**config.mk**
```make
export PLATFORM = sky130hd
export DESIGN_NAME = fifo_with_search_delete_unit
export DESIGN_NICKNAME = d
export VERILOG_FILES = /design/src/fsd_pkg.sv /design/src/fifo_with_search_delete_unit.sv /design/src/fsd_ram.sv
export VERILOG_INCLUDE_DIRS = /design/src /design/src/src
export SDC_FILE = /design/constraint.sdc
export NUM_CORES = 1
export LEC_CHECK = 0
export ABC_CLOCK_PERIOD_IN_PS = 7040
export BUFFER_PORTS_ARGS = -buffer_cell sky130_fd_sc_hd__buf_2
export CORE_ASPECT_RATIO = 1.4
export CORE_MARGIN = 2
export CORE_UTILIZATION = 65
export CTS_CLUSTER_SIZE = 24
export DETAILED_ROUTE_END_ITERATION = 8
export GPL_ROUTABILITY_DRIVEN = 1
export PLACE_DENSITY_LB_ADDON = 0.3
export SLEW_MARGIN = 20
export SYNTH_ARGS = -nofsm -noshare
export SYNTH_HDL_FRONTEND = slang
export SYNTH_SLANG_ARGS = --single-unit
```
**constraint.sdc**
```tcl
create_clock -name clk -period 7.04 [get_ports clk]
set_input_delay 0.704 -clock clk [delete_from_list [all_inputs] [get_ports clk]]
set_output_delay 0.704 -clock clk [all_outputs]
set_load 0.1 [all_outputs]
```
**src/fifo_with_search_delete_unit_defines.svh**
```systemverilog
// Assertion macros used by the queue RTL.
// Each macro expects clk and rst_n in scope.
`ifndef FIFO_WITH_SEARCH_DELETE_UNIT_DEFINES_SVH
`define FIFO_WITH_SEARCH_DELETE_UNIT_DEFINES_SVH

// Same-cycle implication.
`define FSD_ASSERT_IMP(lbl, ante, cons, msg) \
    lbl: assert property (@(posedge clk) disable iff (!rst_n) (ante) |-> (cons)) \
        else $error(msg);

// Next-cycle implication.
`define FSD_ASSERT_NXT(lbl, ante, cons, msg) \
    lbl: assert property (@(posedge clk) disable iff (!rst_n) (ante) |=> (cons)) \
        else $error(msg);

`endif

```
**src/fsd_pkg.sv**
```systemverilog
`default_nettype none

package fsd_pkg;

    localparam int ACTION_W = 2;

    localparam logic [ACTION_W-1:0] ACT_PUSH   = 2'd0;
    localparam logic [ACTION_W-1:0] ACT_POP    = 2'd1;
    localparam logic [ACTION_W-1:0] ACT_SEARCH = 2'd2;
    localparam logic [ACTION_W-1:0] ACT_DELETE = 2'd3;

endpackage

`default_nettype wire

```
**src/fifo_with_search_delete_unit.sv**
```systemverilog
// Push and pop go from the input beat through S_HEAD_RD and S_HEAD_OUT to a valid result.
// Search and delete compare entries from the head, stopping at the first match;
// a delete then closes the gap by moving each entry behind the match up one slot.
// Throughput: one item at a time, next beat taken the cycle after the result loads;
// the slot RAM's one read port and the single comparator set the pace.
// Reset: entry count cleared, queue empty, no result pending; slot contents are not cleared.
`default_nettype none

module fifo_with_search_delete_unit #(
    parameter int DEPTH   = 16,
    parameter int ID_BITS = 16,
    localparam int PTR_W  = $clog2(DEPTH),
    localparam int CNT_W  = $clog2(DEPTH + 1)
) (
    input  wire logic                         clk,
    input  wire logic                         rst_n,
    // input beat
    input  wire logic                         in_valid,
    output logic                              in_ready,
    input  wire logic [fsd_pkg::ACTION_W-1:0] action,
    input  wire logic [ID_BITS-1:0]           item_id,
    // result beat
    output logic                              out_valid,
    input  wire logic                         out_ready,
    output logic                              found,
    output logic                              rejected,
    output logic                              head_valid,
    output logic      [ID_BITS-1:0]           head_id,
    output logic                              is_empty,
    output logic      [CNT_W-1:0]             entry_count
);

    import fsd_pkg::*;

    `include "fifo_with_search_delete_unit_defines.svh"

    // Sequencer states
    localparam logic [2:0] S_IDLE     = 3'd0;
    localparam logic [2:0] S_SCAN_RD  = 3'd1;   // issue slot read for compare
    localparam logic [2:0] S_SCAN_CMP = 3'd2;   // compare read data with the key
    localparam logic [2:0] S_SHIFT_RD = 3'd3;   // read the slot behind the gap
    localparam logic [2:0] S_SHIFT_WR = 3'd4;   // move it into the gap
    localparam logic [2:0] S_HEAD_RD  = 3'd5;   // read the head slot
    localparam logic [2:0] S_HEAD_OUT = 3'd6;   // load the result register

    localparam logic [CNT_W-1:0] FULL_CNT = CNT_W'(DEPTH);
    localparam logic [PTR_W-1:0] LAST_PTR = PTR_W'(DEPTH - 1);

    function automatic logic [PTR_W-1:0] ptr_inc(input logic [PTR_W-1:0] p);
        return (p == LAST_PTR) ? '0 : p + 1'b1;
    endfunction

    function automatic logic [PTR_W-1:0] ptr_dec(input logic [PTR_W-1:0] p);
        return (p == '0) ? LAST_PTR : p - 1'b1;
    endfunction

    // Control state. The queue is a ring: head_reg is the oldest entry,
    // tail_reg the next free slot.
    logic [2:0]          state_reg,   state_next;
    logic [PTR_W-1:0]    head_reg,    head_next;
    logic [PTR_W-1:0]    tail_reg,    tail_next;
    logic [CNT_W-1:0]    count_reg,   count_next;
    logic [PTR_W-1:0]    scan_reg,    scan_next;    // ring address being scanned / gap
    logic [PTR_W-1:0]    idx_reg,     idx_next;     // queue position of scan_reg
    logic [PTR_W-1:0]    rem_reg,     rem_next;     // entries still to move up
    logic                hit_reg,     hit_next;
    logic                rej_reg,     rej_next;
    logic                out_valid_reg, out_valid_next;

    // Payload holding registers (no reset needed)
    logic [ACTION_W-1:0] act_reg,     act_next;
    logic [ID_BITS-1:0]  key_reg,     key_next;
    logic                res_found_reg,  res_found_next;
    logic                res_rej_reg,    res_rej_next;
    logic [ID_BITS-1:0]  res_head_reg,   res_head_next;
    logic [CNT_W-1:0]    res_count_reg,  res_count_next;

    // Slot RAM port
    logic                mem_we;
    logic [PTR_W-1:0]    mem_waddr;
    logic [ID_BITS-1:0]  mem_wdata;
    logic [PTR_W-1:0]    mem_raddr;
    logic [ID_BITS-1:0]  mem_rdata;

    fsd_ram #(
        .DEPTH   (DEPTH),
        .ID_BITS (ID_BITS)
    ) u_ram (
        .clk   (clk),
        .we    (mem_we),
        .waddr (mem_waddr),
        .wdata (mem_wdata),
        .raddr (mem_raddr),
        .rdata (mem_rdata)
    );

    // Input is taken only between operations; a pending result does not block it.
    assign in_ready = (state_reg == S_IDLE);

    always_comb
    begin
        state_next     = state_reg;
        head_next      = head_reg;
        tail_next      = tail_reg;
        count_next     = count_reg;
        scan_next      = scan_reg;
        idx_next       = idx_reg;
        rem_next       = rem_reg;
        hit_next       = hit_reg;
        rej_next       = rej_reg;
        act_next       = act_reg;
        key_next       = key_reg;
        res_found_next = res_found_reg;
        res_rej_next   = res_rej_reg;
        res_head_next  = res_head_reg;
        res_count_next = res_count_reg;
        out_valid_next = out_valid_reg;

        mem_we    = 1'b0;
        mem_waddr = tail_reg;
        mem_wdata = key_reg;
        mem_raddr = head_reg;   // keeps head data steady while a result waits

        if (out_valid_reg && out_ready)
        begin
            out_valid_next = 1'b0;
        end

        case (state_reg)
            S_IDLE:
            begin
                if (in_valid)
                begin
                    act_next   = action;
                    key_next   = item_id;
                    hit_next   = 1'b0;
                    rej_next   = 1'b0;
                    state_next = S_HEAD_RD;
                    case (action)
                        ACT_PUSH:
                        begin
                            if (count_reg == FULL_CNT)
                            begin
                                rej_next = 1'b1;
                            end
                            else
                            begin
                                mem_we     = 1'b1;
                                mem_waddr  = tail_reg;
                                mem_wdata  = item_id;
                                tail_next  = ptr_inc(tail_reg);
                                count_next = count_reg + 1'b1;
                            end
                        end
                        ACT_POP:
                        begin
                            if (count_reg != '0)
                            begin
                                head_next  = ptr_inc(head_reg);
                                count_next = count_reg - 1'b1;
                            end
                        end
                        default:
                        begin
                            // search or delete: walk from the head
                            if (count_reg != '0)
                            begin
                                scan_next  = head_reg;
                                idx_next   = '0;
                                state_next = S_SCAN_RD;
                            end
                        end
                    endcase
                end
            end

            S_SCAN_RD:
            begin
                mem_raddr  = scan_reg;
                state_next = S_SCAN_CMP;
            end

            S_SCAN_CMP:
            begin
                if (mem_rdata == key_reg)
                begin
                    hit_next = 1'b1;
                    if (act_reg == ACT_DELETE)
                    begin
                        rem_next   = PTR_W'(count_reg - CNT_W'(idx_reg) - 1'b1);
                        state_next = S_SHIFT_RD;
                    end
                    else
                    begin
                        state_next = S_HEAD_RD;
                    end
                end
                else if ((CNT_W'(idx_reg) + 1'b1) == count_reg)
                begin
                    state_next = S_HEAD_RD;
                end
                else
                begin
                    idx_next   = idx_reg + 1'b1;
                    scan_next  = ptr_inc(scan_reg);
                    state_next = S_SCAN_RD;
                end
            end

            S_SHIFT_RD:
            begin
                if (rem_reg == '0)
                begin
                    // gap has reached the tail
                    tail_next  = ptr_dec(tail_reg);
                    count_next = count_reg - 1'b1;
                    state_next = S_HEAD_RD;
                end
                else
                begin
                    mem_raddr  = ptr_inc(scan_reg);
                    state_next = S_SHIFT_WR;
                end
            end

            S_SHIFT_WR:
            begin
                mem_we     = 1'b1;
                mem_waddr  = scan_reg;
                mem_wdata  = mem_rdata;
                scan_next  = ptr_inc(scan_reg);
                rem_next   = rem_reg - 1'b1;
                state_next = S_SHIFT_RD;
            end

            S_HEAD_RD:
            begin
                mem_raddr  = head_reg;
                state_next = S_HEAD_OUT;
            end

            S_HEAD_OUT:
            begin
                mem_raddr = head_reg;
                if (!out_valid_reg || out_ready)
                begin
                    res_found_next = hit_reg;
                    res_rej_next   = rej_reg;
                    res_head_next  = (count_reg != '0) ? mem_rdata : '0;
                    res_count_next = count_reg;
                    out_valid_next = 1'b1;
                    state_next     = S_IDLE;
                end
            end

            default:
            begin
                state_next = S_IDLE;
            end
        endcase
    end

    always_ff @(posedge clk or negedge rst_n)
    begin
        if (!rst_n)
        begin
            state_reg     <= S_IDLE;
            head_reg      <= '0;
            tail_reg      <= '0;
            count_reg     <= '0;
            scan_reg      <= '0;
            idx_reg       <= '0;
            rem_reg       <= '0;
            hit_reg       <= 1'b0;
            rej_reg       <= 1'b0;
            out_valid_reg <= 1'b0;
        end
        else
        begin
            state_reg     <= state_next;
            head_reg      <= head_next;
            tail_reg      <= tail_next;
            count_reg     <= count_next;
            scan_reg      <= scan_next;
            idx_reg       <= idx_next;
            rem_reg       <= rem_next;
            hit_reg       <= hit_next;
            rej_reg       <= rej_next;
            out_valid_reg <= out_valid_next;
        end
    end

    always_ff @(posedge clk)
    begin
        act_reg       <= act_next;
        key_reg       <= key_next;
        res_found_reg <= res_found_next;
        res_rej_reg   <= res_rej_next;
        res_head_reg  <= res_head_next;
        res_count_reg <= res_count_next;
    end

    // Result beat
    assign out_valid   = out_valid_reg;
    assign found       = res_found_reg;
    assign rejected    = res_rej_reg;
    assign head_id     = res_head_reg;
    assign entry_count = res_count_reg;
    assign head_valid  = (res_count_reg != '0);
    assign is_empty    = (res_count_reg == '0);

    // Every operation leaves S_IDLE when it is taken, so an input beat is
    // never followed directly by another.
    `FSD_ASSERT_NXT(a_busy_after_accept, in_valid && in_ready, !in_ready, "accepted back to back")

    // A refused push is only reported with a full queue.
    `FSD_ASSERT_IMP(a_reject_full, out_valid && rejected, entry_count == FULL_CNT, "reject when not full")

    // A push never reports a match, so the two flags never stand together.
    `FSD_ASSERT_IMP(a_flags_exclusive, out_valid, !(found && rejected), "found and rejected both set")

endmodule

`default_nettype wire

```
**src/fsd_ram.sv**
```systemverilog
`default_nettype none

// Slot storage: one write port, one registered read port, no reset.
module fsd_ram #(
    parameter int DEPTH   = 16,
    parameter int ID_BITS = 16,
    localparam int PTR_W  = $clog2(DEPTH)
) (
    input  wire logic               clk,
    input  wire logic               we,
    input  wire logic [PTR_W-1:0]   waddr,
    input  wire logic [ID_BITS-1:0] wdata,
    input  wire logic [PTR_W-1:0]   raddr,
    output logic      [ID_BITS-1:0] rdata
);

    logic [ID_BITS-1:0] mem [DEPTH];

    always_ff @(posedge clk)
    begin
        if (we)
        begin
            mem[waddr] <= wdata;
        end
        rdata <= mem[raddr];
    end

endmodule

`default_nettype wire
```
Yosys cells after proc, flatten, opt, wreduce, memory -nomap -nowiden
Memories as Yosys holds them, arrays and structs flattened. A register that Yosys moved wholly into a read port is not among the register bits.
Cells that the tools add are included.
Storage, ports and cells
  register bits: 72
  memory bits (writable): 256
  output and inout port bits: 27
  word-level logic and storage cells: 141
  memories kept: 1
Cells by class
  $add $sub $neg: 11
  eq/ne operators: 28
  muxes and demuxes: 60
  reduce and logical (&&, ||, !) cells: 25
Memories
  u_ram.mem: depth 16, width 16, rd ports 1, clocked after Yosys merged registers in 1, write ports 1, line fsd_ram.sv:17  | logic [ID_BITS-1:0] mem [DEPTH];
Operator list (number)
  two-way mux 4 bit: 22
  two-way mux 16 bit: 3
  one-hot mux 16 bit (2 select lines): 1
  one-hot mux 4 bit (2 select lines): 4
  two-way mux 3 bit: 7
  one-hot mux 3 bit (7 select lines): 1
  two-way mux 5 bit: 4
  one-hot mux 5 bit (2 select lines): 2
  inequality test 2 bit, second input constant: 9
  AND reduction 6 bit: 3
  adder 4 x 1 -> 4 bit, second input constant: 4
  == test 16 bit: 1
  two-way mux 1 bit: 13
  == test 4 bit, second input constant: 3
  one-hot mux 4 bit (3 select lines): 1
  subtractor 4 x 1 -> 4 bit, second input constant: 3
  nonzero test 5 bit: 2
  == test 3 bit, second input constant: 3
  zero test 4 bit: 2
  == test 3 x 2 -> 1 bit, second input constant: 2
  inequality test 3 bit, second input constant: 2
  AND reduction 2 bit: 3
  AND reduction 3 bit: 2
  nonzero test 2 bit: 3
  other kinds (22): 24

Logic depth before layout (Yosys ltp)
  depth after elaboration: 7
  depth in mapped cells: 12
  depth with buffers taken out: 8

Hierarchy
Synthesis repeated with hierarchy kept, for this count alone.
Second synthesis, totals
  cells, all modules: 834
  area total of the unflattened synthesis: 14231.1 um^2
Modules (own cells, without submodules)
  fsd_ram: times used 1, cells an instance 432, area an instance 10042.1 um^2, sequential area each 8007.7 um^2
  fifo_with_search_delete_unit: times used 1, cells an instance 402, area an instance 4189.0 um^2, sequential area each 2006.9 um^2

Least setup slack after synthesis
Ideal clock, no wire load.
  kind: register to register
  start point: register state_reg[2]
  end point: register res_count_reg[0] (netlist: entry_count[0]) (enable)
  setup time: 0.437 ns
  arrival: 2.921 ns
  slack: 3.682 ns
  cell stages (with the launch flop): 6
  path buffers: 3
  cell sequence: dfrtp_1 buf_2 buf_1 clkbuf_1 nand2_1 nor3b_1
Between the ends
  longest elaborated chain between the ends: 2
Ends and longest elaborated chain
  start, declared: line fifo_with_search_delete_unit.sv:59  | logic [2:0] state_reg, state_next;
  start signal, assigned: line fifo_with_search_delete_unit.sv:280  | state_reg <= state_next;
  == test 3 bit: line fifo_with_search_delete_unit.sv:129  | case (state_reg)
  AND reduction 2 bit (no line)
  end signal, assigned: line fifo_with_search_delete_unit.sv:300  | res_count_reg <= res_count_next;
  end, declared: line fifo_with_search_delete_unit.sv:76  | logic [CNT_W-1:0] res_count_reg, res_count_next;
No other way between the ends.
A chain may end at the register's enable or synchronous reset.

Final worst setup path
  start point: register state_reg[1]
  end point: register u_ram.rdata[9], read port of u_ram.mem
Between the ends
  longest elaborated chain between the ends: 2
Ends and longest elaborated chain
  == test 3 x 2 -> 1 bit or == test 3 x 1 -> 1 bit (tied branches): line fifo_with_search_delete_unit.sv:129
  one-hot mux 4 bit (2 select lines) *: line fifo_with_search_delete_unit.sv:129
  end, declared: line fsd_ram.sv:14  | output logic [ID_BITS-1:0] rdata
Mark *: on every way between the ends. The rest lies on a longest branch, timed or not.

==> key figures <==
Placed design
  – IO buf count: 48
  – Post-DP HPWL: 21,300 µm
  – Global placement routability congestion: 0.929
  – Placed Area: 15,500 µm²
  – DP Cell Count: 1,376

Synth
  – Number of synthesized flops with an enable pin: 297
  – Cells after Synth: 1,068
  – Mapped Area: 14,900 µm²
  – Asr flop ratio synth: 9.01%
  – Most used flip-flop cell after synthesis: edfxtp_1
  – Syn_area_per_cell: 13.9 µm²
  – Yosys reg bits: 344
  – Sequential-to-total area share from yosys stat: 67.3%
  – Synth cell types: 70
  – Synth warn: 0
  – Syn Nets: 1,104

Floorplanning
  – Vert. Die Dim: 183 µm
  – Die X: 132 µm
  – Initial core utilization: 66.0%
  – Core Footprint: 22,500 µm²
  – # rows: 65
  – Die ar.: 24,100 µm²
  – Ports: 49

Global routing
  – Initial antenna violation count: 0
  – GRT Util Overall: 29.0%
  – Vias in the first global route: 9,277
  – First-pass GRT wire length: 52,900 µm
  – GRT Residual Overflow: 0
  – Maximum number of pins on one net before global-route repair: 105

Timing
  – Endpoints failing hold: 0
  – Final Cycle Share: 60.3%
  – Slew Limit Fails: 0
  – FMAX: 0.236 GHz
  – Setup violators final: 0
  – Fin Hold WS: 0.201 ns
  – Final Skew: 0.0225 ns
  – Worst Max-Slew Pin Slew: 1.17 ns
  – Slew HR: 21.7%
  – Setup repair after global routing missed its margin: no
  – Final min period: 4.24 ns
  – Total negative slack: 0 ns

Power
  – Pint: 0.00475 W
  – Max IR drop VDD: 325 µV
  – NetSw: 0.00326 W
  – Leak Pwr: 5.75 nW
  – Gate power share: 42.0%
  – Sw Share: 40.7%
  – Clock power frac: 20.3%
  – Sequential share of power: 37.7%
  – Pwr dens: 486 nW/µm²

Clock network
  – H-tree depth: 1
  – Num CTS Buffers: 30
  – Reg clk slew, reported paths: 0.07 ns
  – Post-CTS resize count: 0
  – Clk_lat worst skew: 0.57 ns
  – Clock Sinks: 344
  – Hold_buf cts: 0
  – Post-CTS Setup Inserts: 0
  – Maximum buffer depth of the clock tree: 3
  – CTS tree: yes
  – Root Driver: clkbuf_16

Detailed routing
  – DRC viols: 0
  – Wire per inst: 24.5 µm
  – Post-Route WL: 35,100 µm
  – Via count: 9,658
  – Initial drt markers: 1,137
  – Drt first pass iters: 7
  – DRT antenna net count: 0
  – Drt via density: 6.74

Worst setup path
  – CP cell instances: and2_1 > a221oi_4 > buf_4 > nand2_4 > buf_4 > a211oi_1 > a2111oi_0 > a2111o_1
  – CP startpoint kind: flip-flop
  – Worst path bufs/invs: 2
  – Crit Path Class: flip-flop to flip-flop
  – Worst-path fanout max: 67
  – Crit path largest cell delay: 0.94 ns
  – Worst Setup End Kind: flip-flop
  – Critical path data required time: 7.55 ns
  – Worst EP arrival: 4.76 ns
  – Most used cell, CP: buf_4
  – Slowest stage cell, crit path: dfrtp_1
  – CP top delay family: buffers and inverters

Layout
  – Non-Filler Instances: 1,432
  – Fin area: 16,500 µm²
  – Inserted Diodes: 0
  – Max reg flops: 256
  – Commonest cells after routing, fill and taps aside: edfxtp_1 (297), nand2_1 (55), and3_1 (55)
  – Biggest register: u_ram.mem
  – Nets: 1,143
  – Commonest non-fill, non-tap cell in the layout: edfxtp_1
  – P&R area growth vs syn: 10.9%
  – Layout cells sized above 1: 15.5%

Worst hold path
  – Min-Delay Path Class: input pin to async pin

Status
  – Status: finished, final reports clean

Job
  – Max-cap violation count: 0
==> routing by layer <==
layer / vias to the layer above / track usage [%] / share of wire, %
met4: 0 / 14.8 / 4.9
met3: 113 / 4.09 / 8.6
li1: 4288 / - / -
met2: 519 / 50.2 / 51
met5: - / 0 / 0
met1: 4738 / 35.8 / 36
==> logic make-up (layout without fill, tap and decap cells) <==
logic type               Yosys count  count (layout)  share of synthesized area, %
AO/OA/AOI/OAI                    288             288                          14.4
XOR/XNOR                          31              31                          1.83
adder cells (fa/ha/maj)           14              14                          1.23
buffers and inverters             96             159                          2.92
flip-flops                       344             344                          67.3
multiplexers                      58              58                          3.96
AND/OR/NAND/NOR                  237             237                          8.36
==> synthesized netlist by cell type, types with 5 or more instances <==
| master | count | area share, % |
|---|---|---|
| mux2i_1 | 54 | 3.6 |
| a2111o_1 | 16 | 1.2 |
| inv_1 | 18 | 0.45 |
| nand3_1 | 10 | 0.34 |
| clkbuf_1 | 42 | 1.1 |
| nor3_1 | 11 | 0.37 |
| a21oi_1 | 44 | 1.5 |
| buf_2 | 19 | 0.64 |
| a211oi_1 | 49 | 2.5 |
| dfxtp_1 | 16 | 2.2 |
| clkbuf_2 | 7 | 0.24 |
| o21ai_0 | 33 | 1.1 |
| nor2_1 | 54 | 1.4 |
| a2111oi_0 | 48 | 2.8 |
| dfrtp_1 | 31 | 5.2 |
| a22oi_1 | 46 | 2.3 |
| xor2_1 | 24 | 1.4 |
| and2_1 | 19 | 0.80 |
| nand4_1 | 6 | 0.25 |
| nor4_1 | 5 | 0.21 |
| buf_4 | 5 | 0.25 |
| a31oi_1 | 9 | 0.38 |
| and3_1 | 55 | 2.3 |
| edfxtp_1 | 297 | 60 |
| ha_1 | 13 | 1.1 |
| a21oi_2 | 10 | 0.59 |
| xnor2_1 | 7 | 0.41 |
| nand2_1 | 55 | 1.4 |
==> final timing paths <==
kind | start | end | slack [ns] | cells after the start
max | state_reg[1] | u_ram.rdata[9] | 2.80 | 8
min | rst_n | rej_reg | 0.20 | 1
max reg2reg | state_reg[1] | u_ram.rdata[9] | 2.80 | 8
min reg2reg | rej_reg | rejected | 0.47 | 0
max in group asynchronous | rst_n | idx_reg[2] | 6.36 | 1
min in group clk | item_id[13] | key_reg[13] | 0.32 | 1
==> power groups by stage <==
stage | Combinational [W] | Clock [W] | Sequential, W
after floorplan | 0.00226 | 0 | 0.00315
after global placement | 0.00319 | 0 | 0.00304
after detailed placement | 0.00329 | 0 | 0.00305
after CTS | 0.00331 | 0.00164 | 0.00301
after global routing | 0.00359 | 0.00171 | 0.00305
final | 0.00337 | 0.00163 | 0.00302
==> area by class of cell <==
| class | count | area, µm² |
|---|---|---|
| repair buffers | 85 | 518 |
| multi-input cells | 628 | 4520 |
| clock buffers | 40 | 798 |
| well taps | 301 | 377 |
| clock inverters | 16 | 185 |
| flip-flops and latches | 344 | 10000 |
| fillers | 1412 | 6040 |
| inverters | 18 | 67.6 |
==> per-stage QoR <==
stage	utilization, %	power, W	setup WS [ns]
after floorplan	-	0.00540	3.68
after CTS	73.1	0.00796	2.84
after detailed placement	68.7	0.00634	2.84
after global placement	68.7	0.00623	3.01
final	73.2	0.00801	2.80
after global routing	73.2	0.00835	2.50
==> worst reg2reg max path: cells and delay by family, from the launching register on <==
kind,cells,cell delay [ns]
flops,1,0.94
buf+inv,2,1.13
simple gates,2,1.01
compound gates,4,1.12
(Power assumes the default switching activity.)
